===== config.mk =====
export PLATFORM = sky130hd
export DESIGN_NAME = json_escape_to_utf8_decoder_core
export DESIGN_NICKNAME = d
export VERILOG_FILES = /design/src/design/jesc_pkg.sv /design/src/design/jesc_step.sv /design/src/design/json_escape_to_utf8_decoder_core.sv
export SDC_FILE = /design/constraint.sdc
export NUM_CORES = 1
export LEC_CHECK = 0
export ABC_CLOCK_PERIOD_IN_PS = 8600
export BUFFER_PORTS_ARGS = -buffer_cell sky130_fd_sc_hd__buf_2
export CORE_MARGIN = 2
export CORE_UTILIZATION = 45
export DETAILED_ROUTE_END_ITERATION = 6
export SLEW_MARGIN = 10
export SYNTH_ARGS = -nofsm -noshare
export SYNTH_HDL_FRONTEND = slang
export SYNTH_SLANG_ARGS = --single-unit

===== constraint.sdc =====
create_clock -name clk_i -period 8.6 [get_ports clk_i]
set_input_delay 1.29 -clock clk_i [delete_from_list [all_inputs] [get_ports clk_i]]
set_output_delay 1.29 -clock clk_i [all_outputs]
set_load 0.05 [all_outputs]

===== src/design/jesc_pkg.sv =====
package jesc_pkg;

  // Most bytes one input word can produce (replacement char plus an escape pair).
  localparam int unsigned MaxResults = 5;
  localparam int unsigned CountW     = $clog2(MaxResults + 1);

  // Result of one decode step: bytes in order from index 0, count valid.
  typedef struct packed {
    logic [MaxResults-1:0][7:0] bytes;
    logic [CountW-1:0]          count;
  } jesc_res_t;

endpackage


===== src/design/jesc_step.sv =====
module jesc_step (
  input  logic              clk_i,
  input  logic              rst_ni,
  input  logic              step_i,    // take the word below this cycle
  input  logic [7:0]        byte_i,
  input  logic              end_i,
  output jesc_pkg::jesc_res_t res_o
);

  typedef enum logic [2:0] {
    PhIdle,
    PhEsc,
    PhHex1,
    PhWantBs,
    PhWantU,
    PhHex2
  } phase_e;

  // Short byte run: up to four bytes, b[0] goes out first.
  typedef struct packed {
    logic [3:0][7:0] b;
    logic [2:0]      len;
  } seg_t;

  localparam logic [7:0] ChBackslash = 8'h5C;
  localparam logic [7:0] ChU         = 8'h75;
  localparam seg_t       SegNone     = '{b: '0, len: 3'd0};
  localparam seg_t       SegRepl     = '{b: {8'h00, 8'hBD, 8'hBF, 8'hEF}, len: 3'd3};

  phase_e      phase_q, phase_d;
  logic [11:0] acc_q, acc_d;   // at most three digits held between words
  logic [1:0]  cnt_q, cnt_d;
  logic [9:0]  hs_q, hs_d;

  logic        is_dig, is_bs, full, fin_lo, fin_hi;
  logic [3:0]  dig;
  logic [15:0] fin_v;
  logic [20:0] cp;
  seg_t        seg_a, seg_b, first_seg, second_seg;

  function automatic seg_t one_byte(input logic [7:0] v);
    seg_t s;
    s      = SegNone;
    s.b[0] = v;
    s.len  = 3'd1;
    return s;
  endfunction

  function automatic seg_t esc_seg(input logic [7:0] v);
    seg_t s;
    s = SegNone;
    case (v)
      8'h22:       s = one_byte(8'h22);
      ChBackslash: s = one_byte(ChBackslash);
      8'h2F:       s = one_byte(8'h2F);
      8'h62:       s = one_byte(8'h08);
      8'h66:       s = one_byte(8'h0C);
      8'h6E:       s = one_byte(8'h0A);
      8'h72:       s = one_byte(8'h0D);
      8'h74:       s = one_byte(8'h09);
      default: begin
        s.b[0] = ChBackslash;
        s.b[1] = v;
        s.len  = 3'd2;
      end
    endcase
    return s;
  endfunction

  function automatic seg_t utf8_bmp(input logic [15:0] v);
    seg_t s;
    s = SegNone;
    if (v == 16'h0000) begin
      s = SegNone;
    end else if (v < 16'h0080) begin
      s = one_byte(v[7:0]);
    end else if (v < 16'h0800) begin
      s.b[0] = {3'b110, v[10:6]};
      s.b[1] = {2'b10, v[5:0]};
      s.len  = 3'd2;
    end else begin
      s.b[0] = {4'b1110, v[15:12]};
      s.b[1] = {2'b10, v[11:6]};
      s.b[2] = {2'b10, v[5:0]};
      s.len  = 3'd3;
    end
    return s;
  endfunction

  // Hex digit decode, lowercase only.
  always_comb begin
    is_dig = 1'b0;
    dig    = byte_i[3:0];
    if (byte_i >= 8'h30 && byte_i <= 8'h39) begin
      is_dig = 1'b1;
    end else if (byte_i >= 8'h61 && byte_i <= 8'h66) begin
      is_dig = 1'b1;
      dig    = byte_i[3:0] + 4'd9;
    end
  end

  assign is_bs  = (byte_i == ChBackslash);
  assign full   = is_dig && (cnt_q == 2'd3) && !end_i;
  assign fin_v  = full ? {acc_q, dig} : {4'h0, acc_q};
  assign fin_lo = (fin_v[15:10] == 6'b110111);
  assign fin_hi = (fin_v[15:10] == 6'b110110);
  assign cp     = {1'b0, hs_q, fin_v[9:0]} + 21'h10000;

  always_comb begin
    first_seg = fin_lo ? SegRepl : utf8_bmp(fin_v);
    if (fin_lo) begin
      second_seg.b[0] = {5'b11110, cp[20:18]};
      second_seg.b[1] = {2'b10, cp[17:12]};
      second_seg.b[2] = {2'b10, cp[11:6]};
      second_seg.b[3] = {2'b10, cp[5:0]};
      second_seg.len  = 3'd4;
    end else begin
      second_seg = SegRepl;
    end
  end

  always_comb begin
    seg_a   = SegNone;
    seg_b   = SegNone;
    phase_d = phase_q;
    acc_d   = acc_q;
    cnt_d   = cnt_q;
    hs_d    = hs_q;
    if (end_i) begin
      case (phase_q)
        PhEsc:    seg_b = one_byte(ChBackslash);
        PhHex1:   seg_a = fin_hi ? SegRepl : first_seg;
        PhHex2:   seg_a = second_seg;
        PhWantBs: seg_a = SegRepl;
        PhWantU: begin
          seg_a = SegRepl;
          seg_b = one_byte(ChBackslash);
        end
        default: ;
      endcase
      phase_d = PhIdle;
      acc_d   = '0;
      cnt_d   = '0;
      hs_d    = '0;
    end else begin
      case (phase_q)
        PhEsc: begin
          phase_d = PhIdle;
          if (byte_i == ChU) begin
            phase_d = PhHex1;
            acc_d   = '0;
            cnt_d   = '0;
          end else begin
            seg_b = esc_seg(byte_i);
          end
        end
        PhHex1, PhHex2: begin
          if (is_dig && !full) begin
            acc_d = {acc_q[7:0], dig};
            cnt_d = cnt_q + 2'd1;
          end else begin
            // run complete: fourth digit or a terminating byte
            acc_d = '0;
            cnt_d = '0;
            if (phase_q == PhHex1) begin
              if (fin_hi) begin
                hs_d    = fin_v[9:0];
                phase_d = PhWantBs;
              end else begin
                seg_a   = first_seg;
                phase_d = PhIdle;
              end
            end else begin
              seg_a   = second_seg;
              hs_d    = '0;
              phase_d = PhIdle;
            end
            // terminating byte is decoded again in the new phase
            if (!is_dig) begin
              if (phase_q == PhHex1 && fin_hi) begin
                if (is_bs) begin
                  phase_d = PhWantU;
                end else begin
                  seg_a   = SegRepl;
                  seg_b   = one_byte(byte_i);
                  hs_d    = '0;
                  phase_d = PhIdle;
                end
              end else if (is_bs) begin
                phase_d = PhEsc;
              end else begin
                seg_b = one_byte(byte_i);
              end
            end
          end
        end
        PhWantBs: begin
          if (is_bs) begin
            phase_d = PhWantU;
          end else begin
            seg_a   = SegRepl;
            seg_b   = one_byte(byte_i);
            hs_d    = '0;
            phase_d = PhIdle;
          end
        end
        PhWantU: begin
          if (byte_i == ChU) begin
            acc_d   = '0;
            cnt_d   = '0;
            phase_d = PhHex2;
          end else begin
            // lone high surrogate, then treat the byte as a fresh escape
            seg_a   = SegRepl;
            seg_b   = esc_seg(byte_i);
            hs_d    = '0;
            phase_d = PhIdle;
          end
        end
        default: begin
          if (is_bs) begin
            phase_d = PhEsc;
          end else begin
            seg_b   = one_byte(byte_i);
            phase_d = PhIdle;
          end
        end
      endcase
    end
  end

  // Join the two runs into the result word.
  always_comb begin
    logic [2:0] k;
    logic [2:0] j;
    res_o.count = seg_a.len + seg_b.len;
    for (int i = 0; i < jesc_pkg::MaxResults; i++) begin
      k = 3'(i);
      j = k - seg_a.len;
      if (k < seg_a.len) begin
        res_o.bytes[i] = seg_a.b[k[1:0]];
      end else begin
        res_o.bytes[i] = seg_b.b[j[1:0]];
      end
    end
  end

  always_ff @(posedge clk_i or negedge rst_ni) begin
    if (!rst_ni) begin
      phase_q <= PhIdle;
      acc_q   <= '0;
      cnt_q   <= '0;
      hs_q    <= '0;
    end else if (step_i) begin
      phase_q <= phase_d;
      acc_q   <= acc_d;
      cnt_q   <= cnt_d;
      hs_q    <= hs_d;
    end
  end

endmodule


===== src/design/json_escape_to_utf8_decoder_core.sv =====
// JSON string-body escape decoder, bytes in, UTF-8 bytes out.
//
// Slave stream: one raw string byte per word on tdata; tlast marks end of
// input, which flushes any pending escape (tdata is ignored on that word).
// Master stream: one decoded byte per word; tlast is set on the last byte
// produced by a given input word. A word that produces nothing (a backslash,
// a hex digit, end of input with nothing pending) gives no output word.
//
// A word is held in the input register, then decoded and loaded into the
// result buffer once that is free; its first byte goes out from that buffer.
// Throughput: one input word per cycle while each yields at most one byte and
// the receiver is ready; a word yielding more bytes (up to five) holds the
// input while the result buffer drains, one byte per cycle while the receiver
// is ready, and is taken as the buffer hands over its last byte.
//
// Reset clears the escape state to idle and empties both registers.
// When the receiver stalls, the result buffer holds, the input register
// fills, and s_axis_tready_o drops until the buffer can be reloaded.
module json_escape_to_utf8_decoder_core (
  input  logic       clk_i,
  input  logic       rst_ni,
  input  logic       s_axis_tvalid_i,
  output logic       s_axis_tready_o,
  input  logic [7:0] s_axis_tdata_i,   // [7:0] data_byte
  input  logic       s_axis_tlast_i,   // end_of_input
  output logic       m_axis_tvalid_o,
  input  logic       m_axis_tready_i,
  output logic [7:0] m_axis_tdata_o,   // [7:0] out_byte
  output logic       m_axis_tlast_o    // last_of_run
);

  // Input register
  logic       in_vld_q;
  logic [7:0] in_byte_q;
  logic       in_end_q;

  // Result buffer: bytes shift down as they go out, rem_q counts what is left
  logic [jesc_pkg::MaxResults-1:0][7:0] buf_q, buf_d;
  logic [jesc_pkg::CountW-1:0]          rem_q, rem_d;

  jesc_pkg::jesc_res_t step_res;
  logic                step_en;
  logic                buf_free;
  logic                pop;

  assign pop      = m_axis_tvalid_o && m_axis_tready_i;
  // buffer can take a new result if empty or handing over its last byte now
  assign buf_free = (rem_q == '0) || ((rem_q == jesc_pkg::CountW'(1)) && m_axis_tready_i);
  assign step_en  = in_vld_q && buf_free;

  assign s_axis_tready_o = !in_vld_q || step_en;

  jesc_step u_step (
    .clk_i  (clk_i),
    .rst_ni (rst_ni),
    .step_i (step_en),
    .byte_i (in_byte_q),
    .end_i  (in_end_q),
    .res_o  (step_res)
  );

  always_ff @(posedge clk_i or negedge rst_ni) begin
    if (!rst_ni) begin
      in_vld_q <= 1'b0;
    end else if (s_axis_tready_o) begin
      in_vld_q <= s_axis_tvalid_i;
    end
  end

  always_ff @(posedge clk_i) begin
    if (s_axis_tready_o && s_axis_tvalid_i) begin
      in_byte_q <= s_axis_tdata_i;
      in_end_q  <= s_axis_tlast_i;
    end
  end

  always_comb begin
    buf_d = buf_q;
    rem_d = rem_q;
    if (step_en) begin
      buf_d = step_res.bytes;
      rem_d = step_res.count;
    end else if (pop) begin
      buf_d = buf_q >> 8;
      rem_d = rem_q - jesc_pkg::CountW'(1);
    end
  end

  always_ff @(posedge clk_i or negedge rst_ni) begin
    if (!rst_ni) begin
      rem_q <= '0;
    end else begin
      rem_q <= rem_d;
    end
  end

  always_ff @(posedge clk_i) begin
    buf_q <= buf_d;
  end

  assign m_axis_tvalid_o = (rem_q != '0);
  assign m_axis_tdata_o  = buf_q[0];
  assign m_axis_tlast_o  = (rem_q == jesc_pkg::CountW'(1));

  // The buffer never holds more bytes than one word can produce.
  a_rem_bound: assert property (@(posedge clk_i) disable iff (!rst_ni)
    rem_q <= jesc_pkg::CountW'(jesc_pkg::MaxResults))
    else $error("result buffer count out of range");

  // A decode step never overwrites bytes still waiting to go out.
  a_no_overwrite: assert property (@(posedge clk_i) disable iff (!rst_ni)
    (rem_q > jesc_pkg::CountW'(1)) |-> !step_en)
    else $error("decode step while result buffer busy");

  // A held input word keeps its contents until decoded.
  a_in_hold: assert property (@(posedge clk_i) disable iff (!rst_ni)
    (in_vld_q && !step_en) |=> (in_vld_q && $stable(in_byte_q) && $stable(in_end_q)))
    else $error("input register changed while waiting");

  // Each decoded word yields no more bytes than the buffer depth.
  a_step_count: assert property (@(posedge clk_i) disable iff (!rst_ni)
    step_en |-> (step_res.count <= jesc_pkg::CountW'(jesc_pkg::MaxResults)))
    else $error("decode step produced too many bytes");

endmodule


After elaboration in Yosys (flattened, before gate mapping)
Index checks and enable logic that the tools add are counted.
- mux-type cells: 80
- add/sub/neg operators: 10
- equal/unequal tests: 22
- magnitude comparators: 16
- reduce and logical (&&, ||, !) cells: 27
- operator list (cell ; count):
    35-bit two-way mux ; 12
    35-bit case mux with 3 select lines ; 2
    19-bit case mux with 8 select lines ; 1
    27-bit two-way mux ; 5
    10-bit two-way mux ; 10
    8-bit two-way mux ; 11
    8-bit binary-select mux with 2-bit select ; 5
    40-bit two-way mux ; 2
    35-bit case mux with 2 select lines ; 1
    8-bit by 7-bit equality test with 1-bit output, second input constant ; 7
    12-bit two-way mux ; 3
    10-bit case mux with 3 select lines ; 1
    3-bit two-way mux ; 8
    12-bit case mux with 2 select lines ; 1
    20-bit by 17-bit adder with 21-bit output, second input constant ; 1
    19-bit two-way mux ; 1
    17-bit two-way mux ; 1
    8-bit by 6-bit equality test with 1-bit output, second input constant ; 2
    16-bit logical NOT ; 1
    16-bit by 12-bit less-than comparator with 1-bit output, second input constant ; 1
    16-bit by 8-bit less-than comparator with 1-bit output, second input constant ; 1
    16-bit two-way mux ; 1
    2-bit by 3-bit less-than comparator with 1-bit output, second input constant ; 5
    2-bit two-way mux ; 7
    36 further kinds ; 65
- output and inout port bits: 11
- flip-flop bits (word level): 80
- logic and storage cells: 168

Depth between registers and ports, before layout
Gate-level depths: netlist (run 1).
- depth in word-level cells: 25
- mapped depth: 15
- gate-level depth less buffers: 14

Modules after synthesis
From an unflattened synthesis (run 1), not the netlist that was laid out.
- cells, all modules: 636
- area, all modules: 6058.3 um2
- by module, submodules not included (module ; sequential area each (um2) ; cells each ; area each (um2) ; instances):
    jesc_step ; 675.6 ; 501 ; 3632.2 ; 1
    json_escape_to_utf8_decoder_core ; 1571.5 ; 135 ; 2426.1 ; 1

Worst setup path before layout (run 1)
No wires, ideal clock.
- path type: input to output
- start: input m_axis_tready_i
- end: output s_axis_tready_o
- data required time: 7.310 ns
- arrival: 2.526 ns
- slack: 4.784 ns
- stages: 2
- cells stage by stage: a21oi_1 o21ai_0
- longest elaborated chain between the ends: 4
- ends and longest elaborated chain (item ; line ; source):
    from (decl) ; json_escape_to_utf8_decoder_core.sv:27 ; input logic m_axis_tready_i,
    1-bit logical AND ; json_escape_to_utf8_decoder_core.sv:48 ; assign buf_free = (rem_q == '0) || ((rem_q == jesc_pkg::CountW'(1)) && m_axis_tready_i);
    1-bit logical OR ; json_escape_to_utf8_decoder_core.sv:48 ;
    1-bit logical AND ; json_escape_to_utf8_decoder_core.sv:49 ; assign step_en = in_vld_q && buf_free;
    1-bit logical OR ; json_escape_to_utf8_decoder_core.sv:51 ; assign s_axis_tready_o = !in_vld_q || step_en;
    to (decl) ; json_escape_to_utf8_decoder_core.sv:23 ; output logic s_axis_tready_o,
No other way between the ends.

Worst setup path after layout (run 1)
- start: register in_byte_q[0]
- end: register rem_q[2] (netlist name)
- longest elaborated chain between the ends: 22
- ends and longest elaborated chain (item ; line ; source):
    from (decl) ; json_escape_to_utf8_decoder_core.sv:34 ; logic [7:0] in_byte_q;
    from (signal assigned) ; json_escape_to_utf8_decoder_core.sv:72 ; in_byte_q <= s_axis_tdata_i;
    8-bit by 7-bit greater-or-equal comparator with 1-bit output / 8-bit by 7-bit less-or-equal comparator with 1-bit output (equally long branches) ; jesc_step.sv:96 ; end else if (byte_i >= 8'h61 && byte_i <= 8'h66) begin
    1-bit logical AND ; jesc_step.sv:96 ;
    1-bit two-way mux ; jesc_step.sv:96 ;
    1-bit two-way mux ; jesc_step.sv:94 ; if (byte_i >= 8'h30 && byte_i <= 8'h39) begin
    1-bit logical AND (2 in a row) ; jesc_step.sv:103 ; assign full = is_dig && (cnt_q == 2'd3) && !end_i;
    16-bit two-way mux ; jesc_step.sv:104 ; assign fin_v = full ? {acc_q, dig} : {4'h0, acc_q};
    16-bit by 12-bit less-than comparator with 1-bit output ; jesc_step.sv:77 ; end else if (v < 16'h0800) begin
    17-bit two-way mux ; jesc_step.sv:77 ;
    (+5 left out) ; - ;
    35-bit two-way mux ; jesc_step.sv:181 ; if (is_bs) begin
    35-bit two-way mux ; jesc_step.sv:180 ; if (phase_q == PhHex1 && fin_hi) begin
    35-bit two-way mux ; jesc_step.sv:179 ; if (!is_dig) begin
    35-bit two-way mux ; jesc_step.sv:158 ; if (is_dig && !full) begin
    35-bit case mux with 3 select lines ; jesc_step.sv:146 ; case (phase_q)
    35-bit two-way mux ; jesc_step.sv:129 ; if (end_i) begin
    3-bit adder (*) ; jesc_step.sv:236 ; res_o.count = seg_a.len + seg_b.len;
    3-bit two-way mux (*) ; json_escape_to_utf8_decoder_core.sv:80 ; if (step_en) begin
    to (signal assigned) ; json_escape_to_utf8_decoder_core.sv:93 ; rem_q <= rem_d;
    to (decl) ; json_escape_to_utf8_decoder_core.sv:39 ; logic [jesc_pkg::CountW-1:0] rem_q, rem_d;
Every way passes the cells marked *; elsewhere a longest branch is shown, timed or not.
A chain may end at the register's enable or synchronous reset.

==> flow_metrics.env, run 1 <==
export IMPL_die_area_um2=14000
export IMPL_die_w_um=118.3
export IMPL_synth_compound_area_frac=0.2877
export IMPL_min_from="u_step.cnt_q[1]$_DFFE_PN0P_"
export IMPL_nNetsFinal=675
export IMPL_layout_worst_path_cycle_share=0.5909
export IMPL_postCtsHoldBufs=0
export IMPL_drv_cap=0
export IMPL_holdCritPathClass="flop to flop"
export IMPL_synth_xor_area_share=0.008932
export IMPL_grt_pass1_vias=5138
export IMPL_synth_edff_count=49
export IMPL_synthArstFlopShare=0.3875
export IMPL_synth_flop_cell="edfxtp_1"
export IMPL_critPathArrivalTime_ns=5.33
export IMPL_worstSetupStartpoint="in_byte_q[0]$_DFFE_PP_"
export IMPL_yosysUniqueCellTypes=86
export IMPL_synthMuxAreaShare=0.03956
export IMPL_maxSlewHeadroom=0.2500
export IMPL_syn_nets=688
export IMPL_synth_avg_cell_area_um2=8.860
export IMPL_via_count=5403
export IMPL_powerDensity_nw_per_um2=246.4
export IMPL_clock_latency_ns=0.36
export IMPL_clock_fmax_ghz=0.1968
export IMPL_htree_levels=3
export IMPL_wirelength_um=18860
export IMPL_cts_tree="done"
export IMPL_synth_top_family_by_area="compound AO/OA/AOI/OAI gates"
export IMPL_clk_pin_slew_ns=0.07
export IMPL_synthSimpleGateAreaFrac=0.2037
export IMPL_status="complete, no violations"
export IMPL_coreArea_um2=12670
export IMPL_critPathMaxFanout=16
export IMPL_grt_max_degree=55
export IMPL_antenna_found_initial=0
export IMPL_critPathKind="flop to flop"
export IMPL_ys_ff_latch=80
export IMPL_fin_tns_setup_ns=0
export IMPL_fillers=1216
export IMPL_root_buffer="clkbuf_16"
export IMPL_syn_inst=664
export IMPL_yosysWarnings=0
export IMPL_wl_per_cell_um=22.80
export IMPL_fin_crit_ns=5.082
export IMPL_cts_buffers=9
export IMPL_ant_nets=0
export IMPL_finalHoldViolations=0
export IMPL_seq_area_frac_synth=0.3820
export IMPL_rows=41
export IMPL_worstMarginPinSlew_ns=1.121
export IMPL_drt_iter0_drc=625
export IMPL_antennaDiodeCount=0
export IMPL_dp_hpwl_um=13680
export IMPL_synthToLayoutAreaGrowth_pct=7.167
export IMPL_ioPinCount=24
export IMPL_dr_pass1_iters=5
export IMPL_end_kind="flop"
export IMPL_syn_area_um2=5883
export IMPL_dp_cells=812
export IMPL_die_h_um=118.3
export IMPL_post_cts_resized=0
export IMPL_port_buffers=23
export IMPL_grt_usage=0.2751
export IMPL_clkSinkCount=80
export IMPL_worst_setup_path_start_kind="flop"
export IMPL_rsz0062_at_grt="no"
export IMPL_worstPathRequired_ns=8.84
export IMPL_drive_gt1_frac=0.1176
export IMPL_ir_drop_uv=133.1
export IMPL_layoutNonFillerInstCount=827
export IMPL_r2r_start="in_byte_q[0]$_DFFE_PP_"
export IMPL_slew_violations=0
export IMPL_grt_pass1_wl_um=30000
export IMPL_gp_congestion=0.9675
export IMPL_skew_ns=0.009352
export IMPL_vias_per_cell=6.533
export IMPL_power_leakage_nw=2.409
export IMPL_initial_utilization=0.4643
export IMPL_drc_errors=0
export IMPL_cts_setup_buffers=0
export IMPL_finalSetupViolCount=0
export IMPL_synthAdderAreaFrac=0.02467
export IMPL_fin_util=0.4976
export IMPL_clock_path_buffers=2
export IMPL_hold_slack_ns=0.5215
export IMPL_overflow=0
[worst max-delay path, stage by stage (launching register included)]
cell and delay (ns):
edfxtp_1 0.53, inv_1 0.22, ha_1 0.31, o21bai_1 0.29, a211oi_1 0.20, a21oi_2 0.59, o221ai_1 0.26, a2111o_1 0.48
o31ai_4 0.71, inv_2 0.24, ha_1 0.29, fa_1 0.37, xnor2_1 0.15, o21ai_0 0.09, a22o_1 0.25
[final cells by class]
cell class              instances  area (um2)  area share
clock inverters                 6       68.82     0.01091
well taps                     172       215.2     0.03413
flip-flops and latches         80        2247      0.3564
multi-input cells             517        3328      0.5279
inverters                      12       45.04    0.007144
repair buffers                 31       175.2     0.02778
clock buffers                   9       225.2     0.03572
[report_power, final]
group	switching, W	internal (W)	leakage (nW)
registers	0.0000617	0.000558	0.912
clock network	0.000165	0.000225	0.142
logic	0.000385	0.000159	1.36
[per-stage QoR]
step	worst slack, ns	instance area (um2)	power (W)
2_1_floorplan	4.784	5883	0.001045
3_3_place_gp	3.791	6005	0.001155
3_5_place_dp	3.611	6005	0.001164
4_1_cts	3.590	6299	0.001554
5_1_grt	3.243	6305	0.001635
6_report	3.518	6305	0.001554
[synthesized netlist by cell type (all sizes together) (3+ instances only)]
cell type,n,area [um2]
a221o,6,60.06
o22ai,3,18.77
buf,21,140.1
nand2,78,292.8
nand2b,9,56.30
or3,7,48.80
a211o,4,35.03
and2,9,56.30
o31ai,5,51.30
nor2,59,224.0
nor2b,6,37.54
ha,10,125.1
edfxtp,49,1471
and3,5,31.28
nor4,8,50.05
o21ai,58,290.3
a2bb2oi,3,32.53
a32oi,3,26.28
clkbuf,34,128.9
a221oi,6,65.06
a22o,17,148.9
o211ai,12,90.09
o221ai,20,175.2
o32ai,3,33.79
mux2i,12,120.1
dfrtp,31,775.7
xnor2,5,43.79
nand3b,3,22.52
a21o,7,52.55
a21oi,53,269.0
inv,12,45.04
a211oi,7,52.55
a31oi,7,50.05
nor3,19,105.1
nand3,16,85.08
mux2,10,112.6
o21a,4,30.03
[state kept, by name (all words and copies together) (netlist names)]
name,count
u_step.hs_q,10
m_axis_tdata_o,8
u_step.cnt_q,2
buf_q,32
rem_q,3
in_byte_q,8
u_step.phase_q,3
in_vld_q,1
u_step.acc_q,12
in_end_q,1
[metal layers]
layer / global-route usage / wire [um]
met1: 0.3974 / 8491
met2: 0.4118 / 8305
met3: 0.05454 / 1577
met4: 0.08886 / 480
met5: 0 / 0
[final timing paths]
| kind | to | slack (ns) | cells past startpoint |
|---|---|---|---|
| worst max-delay path | rem_q[2]$_DFFE_PN0P_ | 3.52 | 14 |
| worst min-delay path | u_step.cnt_q[1]$_DFFE_PN0P_ | 0.52 | 1 |
| min in group asynchronous | rem_q[0]$_DFFE_PN0P_ | 0.99 | 1 |
| worst max register to register | rem_q[2]$_DFFE_PN0P_ | 3.52 | 14 |
| max in group asynchronous | u_step.hs_q[2]$_DFFE_PN0P_ | 7.10 | 1 |
| worst min register to register | u_step.cnt_q[1]$_DFFE_PN0P_ | 0.52 | 1 |
[cells by family after synthesis]
| kind of cell | after synthesis |
|---|---|
| and+or+nand+nor | 237 |
| DFF | 80 |
| muxes | 22 |
| buffers and inverters | 67 |
| adders and majority gates | 11 |
| AOI/OAI and AO/OA | 241 |
| xor gates and xnor gates | 6 |
[cells in the final DEF (no fill, tap or decap), types with 5 or more instances in the layout]
cell and count:
a211oi_1 7, a21o_1 7, a21oi_1 52, a221o_1 6
a22o_1 17, a31oi_1 6, and2_1 9, and3_1 5
buf_2 23, buf_4 8, clkbuf_16 9, dfrtp_1 31
edfxtp_1 49, ha_1 10, inv_1 11, mux2_2 10
mux2i_1 12, nand2_1 78, nand2b_1 9, nand3_1 15
nor2_1 58, nor2b_1 6, nor3_1 17, nor4_1 7
o211ai_1 12, o21ai_0 55, o221ai_1 20, or3_1 6
xnor2_1 5
Power figures use the tool's default switching activity.
==> run 2, diff against run 1 <==
- ABC_AREA: default -> 1
- ABC_CLOCK_PERIOD_IN_PS: 8600 -> 4840
- clock period: 8.6 -> 4.84 ns (I/O delays scaled with it)
==> run 2 against run 1 <==
  * Design area grew 2.9%
  * Sequential share of layout area shrank 1.0 points
  * Largest power group is now combinational logic
  * Synthesized cell count grew 24%
  * Combinational power grew to 3.8 times the previous value
  * First-iteration DRC count grew 19%
  * Critical path type unchanged
  * Flip-flop and latch count is the same
  * Die area grew 2.0%
==> flow_metrics.env, run 2 <==
export IMPL_status="complete, no violations"
export IMPL_dp_slack_ns=0.4191
export IMPL_antennaDiodeCount=0
export IMPL_power_w=0.003971
export IMPL_ir_drop_uv=352.1
export IMPL_drc_errors=0
export IMPL_clk_pin_slew_ns=0.06
export IMPL_clock_latency_ns=0.35
export IMPL_fin_tns_setup_ns=0
export IMPL_synth_edff_count=49
export IMPL_coreArea_um2=13140
export IMPL_layout_setup_ws_ns=0.4067
export IMPL_initial_utilization=0.4570
export IMPL_rsz0062_at_grt="no"
export IMPL_largest_reg_flops=32
export IMPL_wirelength_um=19190
export IMPL_grt_util_met3=0.03992
export IMPL_largest_register="buf_q"
export IMPL_drive_gt1_frac=0.1376
export IMPL_drv_cap=0
export IMPL_skew_ns=0.007809
export IMPL_fin_util=0.4940
export IMPL_holdCritPathClass="input port to async pin"
export IMPL_gp_congestion=0.9877
export IMPL_ant_nets=0
export IMPL_final_cell_mix="nand2_1, inv_1, nor2_1, o21ai_0, edfxtp_1"
export IMPL_worstMarginPinSlew_ns=1.042
export IMPL_syn_area_um2=6005
export IMPL_critPathArrivalTime_ns=4.67
export IMPL_cp_cell_sequence="inv_1 > ha_1 > inv_1 > nand3_1 > nand2_1 > nand2_1 > nand2_4 > a21oi_4 > nand2_1 > inv_2 > nand2_2 > nor2_2 > nand2_2 > nand2_1 > inv_1 > nand3_1 > nand2_2 > nand2_4 > inv_2 > ha_1 > fa_1 > xor2_1 > o21ai_0 > o21ai_0"
export IMPL_cpMostUsedCell="nand2_1"
export IMPL_crit_family="simple AND/OR/NAND/NOR gates"
export IMPL_nNetsFinal=855
export IMPL_clkSinkCount=80
export IMPL_ff2ff_path_depth=24
export IMPL_yosysMostFrequentCell="nand2_1"
export IMPL_worstPathRequired_ns=5.08
export IMPL_die_h_um=119.5
export IMPL_seq_area_frac_synth=0.3742
export IMPL_dr_pass1_iters=5
export IMPL_slew_violations=0
export IMPL_vias_per_cell=5.808
export IMPL_finalSetupViolCount=0
export IMPL_antenna_found_initial=0
export IMPL_drt_iter0_drc=746
export IMPL_layout_worst_path_cycle_share=0.9160
export IMPL_hold_slack_ns=0.4695
export IMPL_fin_crit_ns=4.433
export IMPL_grt_usage=0.2796
export IMPL_root_buffer="clkbuf_16"
export IMPL_synthTopCellsByArea="edfxtp_1, nand2_1, dfrtp_1"
export IMPL_ys_ff_latch=80
export IMPL_synth_avg_cell_area_um2=7.269
export IMPL_reg_top3="buf_q x32, u_step.acc_q x12, u_step.hs_q x10"
export IMPL_synthArstFlopShare=0.3875
export IMPL_worst_setup_path_start_kind="flop"
export IMPL_rows=42
export IMPL_power_leakage_nw=2.935
export IMPL_layout_commonest_cell="nand2_1"
export IMPL_die_area_um2=14280
export IMPL_syn_nets=850
export IMPL_grt_busiest_layer="met2"
export IMPL_cts_buffers=9
export IMPL_synth_top_cell_by_area="edfxtp_1"
export IMPL_synth_top_cell_area_share=0.2451
export IMPL_htree_levels=3
export IMPL_wl_per_cell_um=18.97
export IMPL_synth_flop_cell="edfxtp_1"
export IMPL_via_count=5878
export IMPL_yosysWarnings=0
export IMPL_cts_tree="done"
export IMPL_finalHoldViolations=0
export IMPL_die_w_um=119.5
export IMPL_grt_pass1_vias=5555
export IMPL_crit_slowest_cell="edfxtp_1"
export IMPL_clock_fmax_ghz=0.2256
export IMPL_critPathKind="flop to flop"
export IMPL_grt_max_degree=43
export IMPL_maxSlewHeadroom=0.3020
export IMPL_r2r_start="in_byte_q[1]$_DFFE_PP_"
export IMPL_ys_top_cells_by_count="nand2_1, inv_1, nor2_1, o21ai_0, edfxtp_1"
export IMPL_cpPeakStageDelay_ns=0.43
export IMPL_powerDensity_nw_per_um2=611.9
export IMPL_use_met1=0.3793
export IMPL_end_kind="flop"
export IMPL_port_buffers=23
export IMPL_overflow=0
export IMPL_grtUsageMet2=0.4436
export IMPL_clock_path_buffers=2
export IMPL_cp_num_cells=24
export IMPL_worstSetupStartpoint="in_byte_q[1]$_DFFE_PP_"
export IMPL_yosysUniqueCellTypes=47
export IMPL_syn_inst=826
export IMPL_grt_pass1_wl_um=30500
export IMPL_ioPinCount=24
export IMPL_critPathMaxFanout=32
export IMPL_fillers=1345
export IMPL_critPathBufInv=5
export IMPL_dp_hpwl_um=14850
export IMPL_synthToLayoutAreaGrowth_pct=8.085
==> run 2: cell count changes in the layout (fill, tap and decap cells not counted), sizes merged, moves of 10 or more <==
cell	delta
inv	+83
nor2	+29
a22o	-16
o22ai	+11
nand3	+37
o221ai	-20
mux2i	-12
o21ai	+34
a21oi	-18
nand2	+145
mux2	-10
==> run 2: cell families (layout without fill, tap and decap cells) <==
group | count (synthesis) | after routing | share of synthesized area
compound gates | 181 | 181 | 0.1823
buf+inv | 136 | 146 | 0.09898
fa+ha+maj | 11 | 11 | 0.02417
simple gates | 413 | 413 | 0.3130
xor+xnor | 5 | 5 | 0.007295
flops | 80 | 80 | 0.3742
==> run 2: routing by layer <==
layer,vias up,share of wire
li1,2777,-
met1,2772,0.43
met2,279,0.46
met3,50,0.072
met4,0,0.041
met5,-,0
==> run 2: layout make-up <==
type,count,area (um2),area share
well taps,176,220.2,0.03393
repair buffers,32,182.7,0.02815
multi-input cells,610,3184,0.4906
clock buffers,12,261.5,0.04029
clock inverters,4,26.28,0.004049
inverters,98,367.9,0.05668
flip-flops and latches,80,2247,0.3463
==> run 2: per-stage QoR <==
stage	cell area, um2	cells
after global placement	6192	996
after floorplan	6005	826
after global routing	6490	1012
after detailed placement	6192	996
final	6490	1012
after CTS	6480	1012
==> run 2: power by group <==
part | internal (W) | leakage (nW) | switching [W] | total [W]
sequential | 0.00109 | 0.911 | 0.000119 | 0.00121
clock | 0.000385 | 0.142 | 0.000287 | 0.000672
combinational | 0.000562 | 1.88 | 0.00153 | 0.00209
==> run 2: path summary, 6_finish.rpt <==
path	to	slack, ns
max	rem_q[2]$_DFFE_PN0P_	0.41
min	u_step.hs_q[2]$_DFFE_PN0P_	0.47
max reg2reg	rem_q[2]$_DFFE_PN0P_	0.41
min reg2reg	u_step.cnt_q[0]$_DFFE_PN0P_	0.50
max in group asynchronous	u_step.acc_q[11]$_DFFE_PN0P_	3.83
min in group clk_i	u_step.cnt_q[0]$_DFFE_PN0P_	0.50
==> run 2: repair_timing <==
action                     CTS  global route
hold endpoints to repair     0             0
setup endpoints to repair    0             1
setup buffers                0             0
resized for setup            0             2
hold buffers                 0             0
==> run 3, diff against run 2 <==
- CORE_ASPECT_RATIO: default -> 1.1
==> run 3 against run 2 <==
  * Combinational power hardly changed
  * Cell count is 1.2% lower
  * Critical path depth stayed put
  * Clock power is 17% higher
  * First-iteration DRC count is 33% lower
  * Highest routed layer unchanged
==> flow_metrics.env, run 3 (synthesis results as in run 2) <==
export IMPL_cts_tree="done"
export IMPL_overflow=0
export IMPL_die_w_um=114.1
export IMPL_via_count=5711
export IMPL_power_switching_share=0.4824
export IMPL_intPower_w=0.002114
export IMPL_dp_slack_ns=0.6150
export IMPL_power_leakage_nw=2.960
export IMPL_wirelength_um=19100
export IMPL_dp_hpwl_um=14560
export IMPL_grt_usage=0.2781
export IMPL_worst_setup_path_start_kind="flop"
export IMPL_worstPathRequired_ns=5.08
export IMPL_pwr_share_clk=0.192
export IMPL_htree_levels=3
export IMPL_cp_cell_sequence="inv_1 > ha_1 > nand3_1 > nand2_1 > nand2_1 > nand2_4 > nand2_4 > nand2_2 > nand2_1 > nand2_1 > nand2_1 > nor2_1 > nand3_1 > nand2_1 > nand2_1 > nand3_1 > nand2_2 > nand2_4 > inv_2 > ha_1 > fa_1 > xor2_1 > o21ai_0 > o21ai_0"
export IMPL_maxSlewHeadroom=0.1657
export IMPL_drt_iter0_drc=503
export IMPL_holdCritPathClass="input port to async pin"
export IMPL_largest_register="buf_q"
export IMPL_worstMarginPinSlew_ns=1.246
export IMPL_die_h_um=125.2
export IMPL_cts_buffers=9
export IMPL_critPathBufInv=2
export IMPL_layoutNonFillerInstCount=1000
export IMPL_clock_latency_ns=0.36
export IMPL_finalSetupViolCount=0
export IMPL_grt_max_degree=41
export IMPL_die_area_um2=14280
export IMPL_grt_pass1_wl_um=30460
export IMPL_clock_fmax_ghz=0.2348
export IMPL_cts_setup_buffers=0
export IMPL_crit_slowest_cell="edfxtp_1"
export IMPL_coreArea_um2=13100
export IMPL_drc_errors=0
export IMPL_clkSinkCount=80
export IMPL_ir_drop_uv=308.9
export IMPL_p_comb_frac=0.514
export IMPL_clk_pin_slew_ns=0.07
export IMPL_nNetsFinal=858
export IMPL_status="complete, no violations"
export IMPL_ioPinCount=24
export IMPL_critPathArrivalTime_ns=4.50
export IMPL_postCtsHoldBufs=0
export IMPL_port_buffers=23
export IMPL_clock_path_buffers=2
export IMPL_fin_crit_ns=4.260
export IMPL_rows=44
export IMPL_vias_per_cell=5.711
export IMPL_fillers=1299
export IMPL_rsz0062_at_grt="no"
export IMPL_end_kind="flop"
export IMPL_final_cell_mix="nand2_1, inv_1, nor2_1, o21ai_0, edfxtp_1"
export IMPL_ant_nets=0
export IMPL_grt_pass1_vias=5534
export IMPL_powerDensity_nw_per_um2=625.2
export IMPL_synthToLayoutAreaGrowth_pct=8.794
export IMPL_finalHoldViolations=0
export IMPL_switchingPower_w=0.001970
export IMPL_dr_pass1_iters=5
export IMPL_slew_violations=0
export IMPL_seqPwrFrac=0.294
export IMPL_root_buffer="clkbuf_16"
export IMPL_drive_gt1_frac=0.1406
export IMPL_cpPeakStageDelay_ns=0.48
export IMPL_critPathKind="flop to flop"
export IMPL_reg_top3="buf_q x32, u_step.acc_q x12, u_step.hs_q x10"
export IMPL_fin_tns_setup_ns=0
export IMPL_skew_ns=0.008435
export IMPL_layout_setup_ws_ns=0.5803
export IMPL_antenna_found_initial=0
export IMPL_wl_per_cell_um=19.10
export IMPL_drv_cap=0
export IMPL_critPathMaxFanout=20
export IMPL_antennaDiodeCount=0
export IMPL_cpMostUsedCell="nand2_1"
export IMPL_layout_worst_path_cycle_share=0.8801
export IMPL_layout_commonest_cell="nand2_1"
export IMPL_initial_utilization=0.4583
export IMPL_dp_cells=984
export IMPL_post_cts_resized=0
export IMPL_largest_reg_flops=32
export IMPL_gp_congestion=0.9682
export IMPL_crit_family="simple AND/OR/NAND/NOR gates"
==> run 3: metrics by stage <==
step | utilization | area, um2 | hold slack [ns] | total power, W
3_3_place_gp | 0.4729 | 6196 | 0.4884 | 0.003281
6_report | 0.4986 | 6533 | 0.4695 | 0.004084
2_1_floorplan | - | 6005 | 0.4304 | 0.002768
4_1_cts | 0.4986 | 6533 | 0.4933 | 0.004065
3_5_place_dp | 0.4729 | 6196 | 0.4920 | 0.003279
5_1_grt | 0.4986 | 6533 | 0.5289 | 0.004367
==> run 3: path summary, 6_finish.rpt <==
check | startpoint | endpoint | slack (ns) | depth (start not counted)
worst max-delay path | in_byte_q[0]$_DFFE_PP_ | rem_q[2]$_DFFE_PN0P_ | 0.58 | 24
worst min-delay path | rst_ni | u_step.hs_q[1]$_DFFE_PN0P_ | 0.47 | 1
worst max register to register | in_byte_q[0]$_DFFE_PP_ | rem_q[2]$_DFFE_PN0P_ | 0.58 | 24
worst min register to register | u_step.cnt_q[1]$_DFFE_PN0P_ | u_step.cnt_q[1]$_DFFE_PN0P_ | 0.51 | 1
max in group asynchronous | rst_ni | u_step.hs_q[2]$_DFFE_PN0P_ | 3.85 | 1
min in group clk_i | u_step.cnt_q[1]$_DFFE_PN0P_ | u_step.cnt_q[1]$_DFFE_PN0P_ | 0.51 | 1
==> run 3: final cells by class <==
cell class / count / area, um2 / share of cell area
Clock inverter: 7 / 111.4 / 0.01705
Inverter: 98 / 367.9 / 0.05631
Sequential cell: 80 / 2247 / 0.3440
Tap cell: 161 / 201.4 / 0.03084
Clock buffer: 9 / 225.2 / 0.03448
Multi-Input combinational cell: 610 / 3174 / 0.4859
Timing Repair Buffer: 35 / 205.2 / 0.03141
==> run 3: power by group through the flow <==
stage / registers [W] / clock network (W) / logic, W
2_1_floorplan: 0.00118 / 0 / 0.00159
3_3_place_gp: 0.00121 / 0 / 0.00207
3_5_place_dp: 0.00121 / 0 / 0.00207
4_1_cts: 0.00120 / 0.000793 / 0.00207
5_1_grt: 0.00123 / 0.000819 / 0.00231
6_report: 0.00120 / 0.000784 / 0.00210
==> run 3: worst register-to-register path, stage by stage, from the launching register on <==
cell and delay (ns):
edfxtp_1 0.48, inv_1 0.18, ha_1 0.20, nand3_1 0.08, nand2_1 0.07, nand2_1 0.12, nand2_4 0.16, nand2_4 0.11
nand2_2 0.35, nand2_1 0.18, nand2_1 0.29, nand2_1 0.11, nor2_1 0.11, nand3_1 0.10, nand2_1 0.13, nand2_1 0.06
nand3_1 0.08, nand2_2 0.09, nand2_4 0.08, inv_2 0.12, ha_1 0.25, fa_1 0.38, xor2_1 0.17, o21ai_0 0.16
o21ai_0 0.10
==> run 3: per-layer routing <==
layer  vias to the layer above  GRT usage  wire (um)  part of all wire
li1                       2796          -          -                 -
met3                        54    0.05138       1132             0.059
met1                      2643     0.3852       8533              0.45
met2                       218     0.4244       8645              0.45
met4                         0     0.1227        787             0.041
met5                         -          0          0                 0
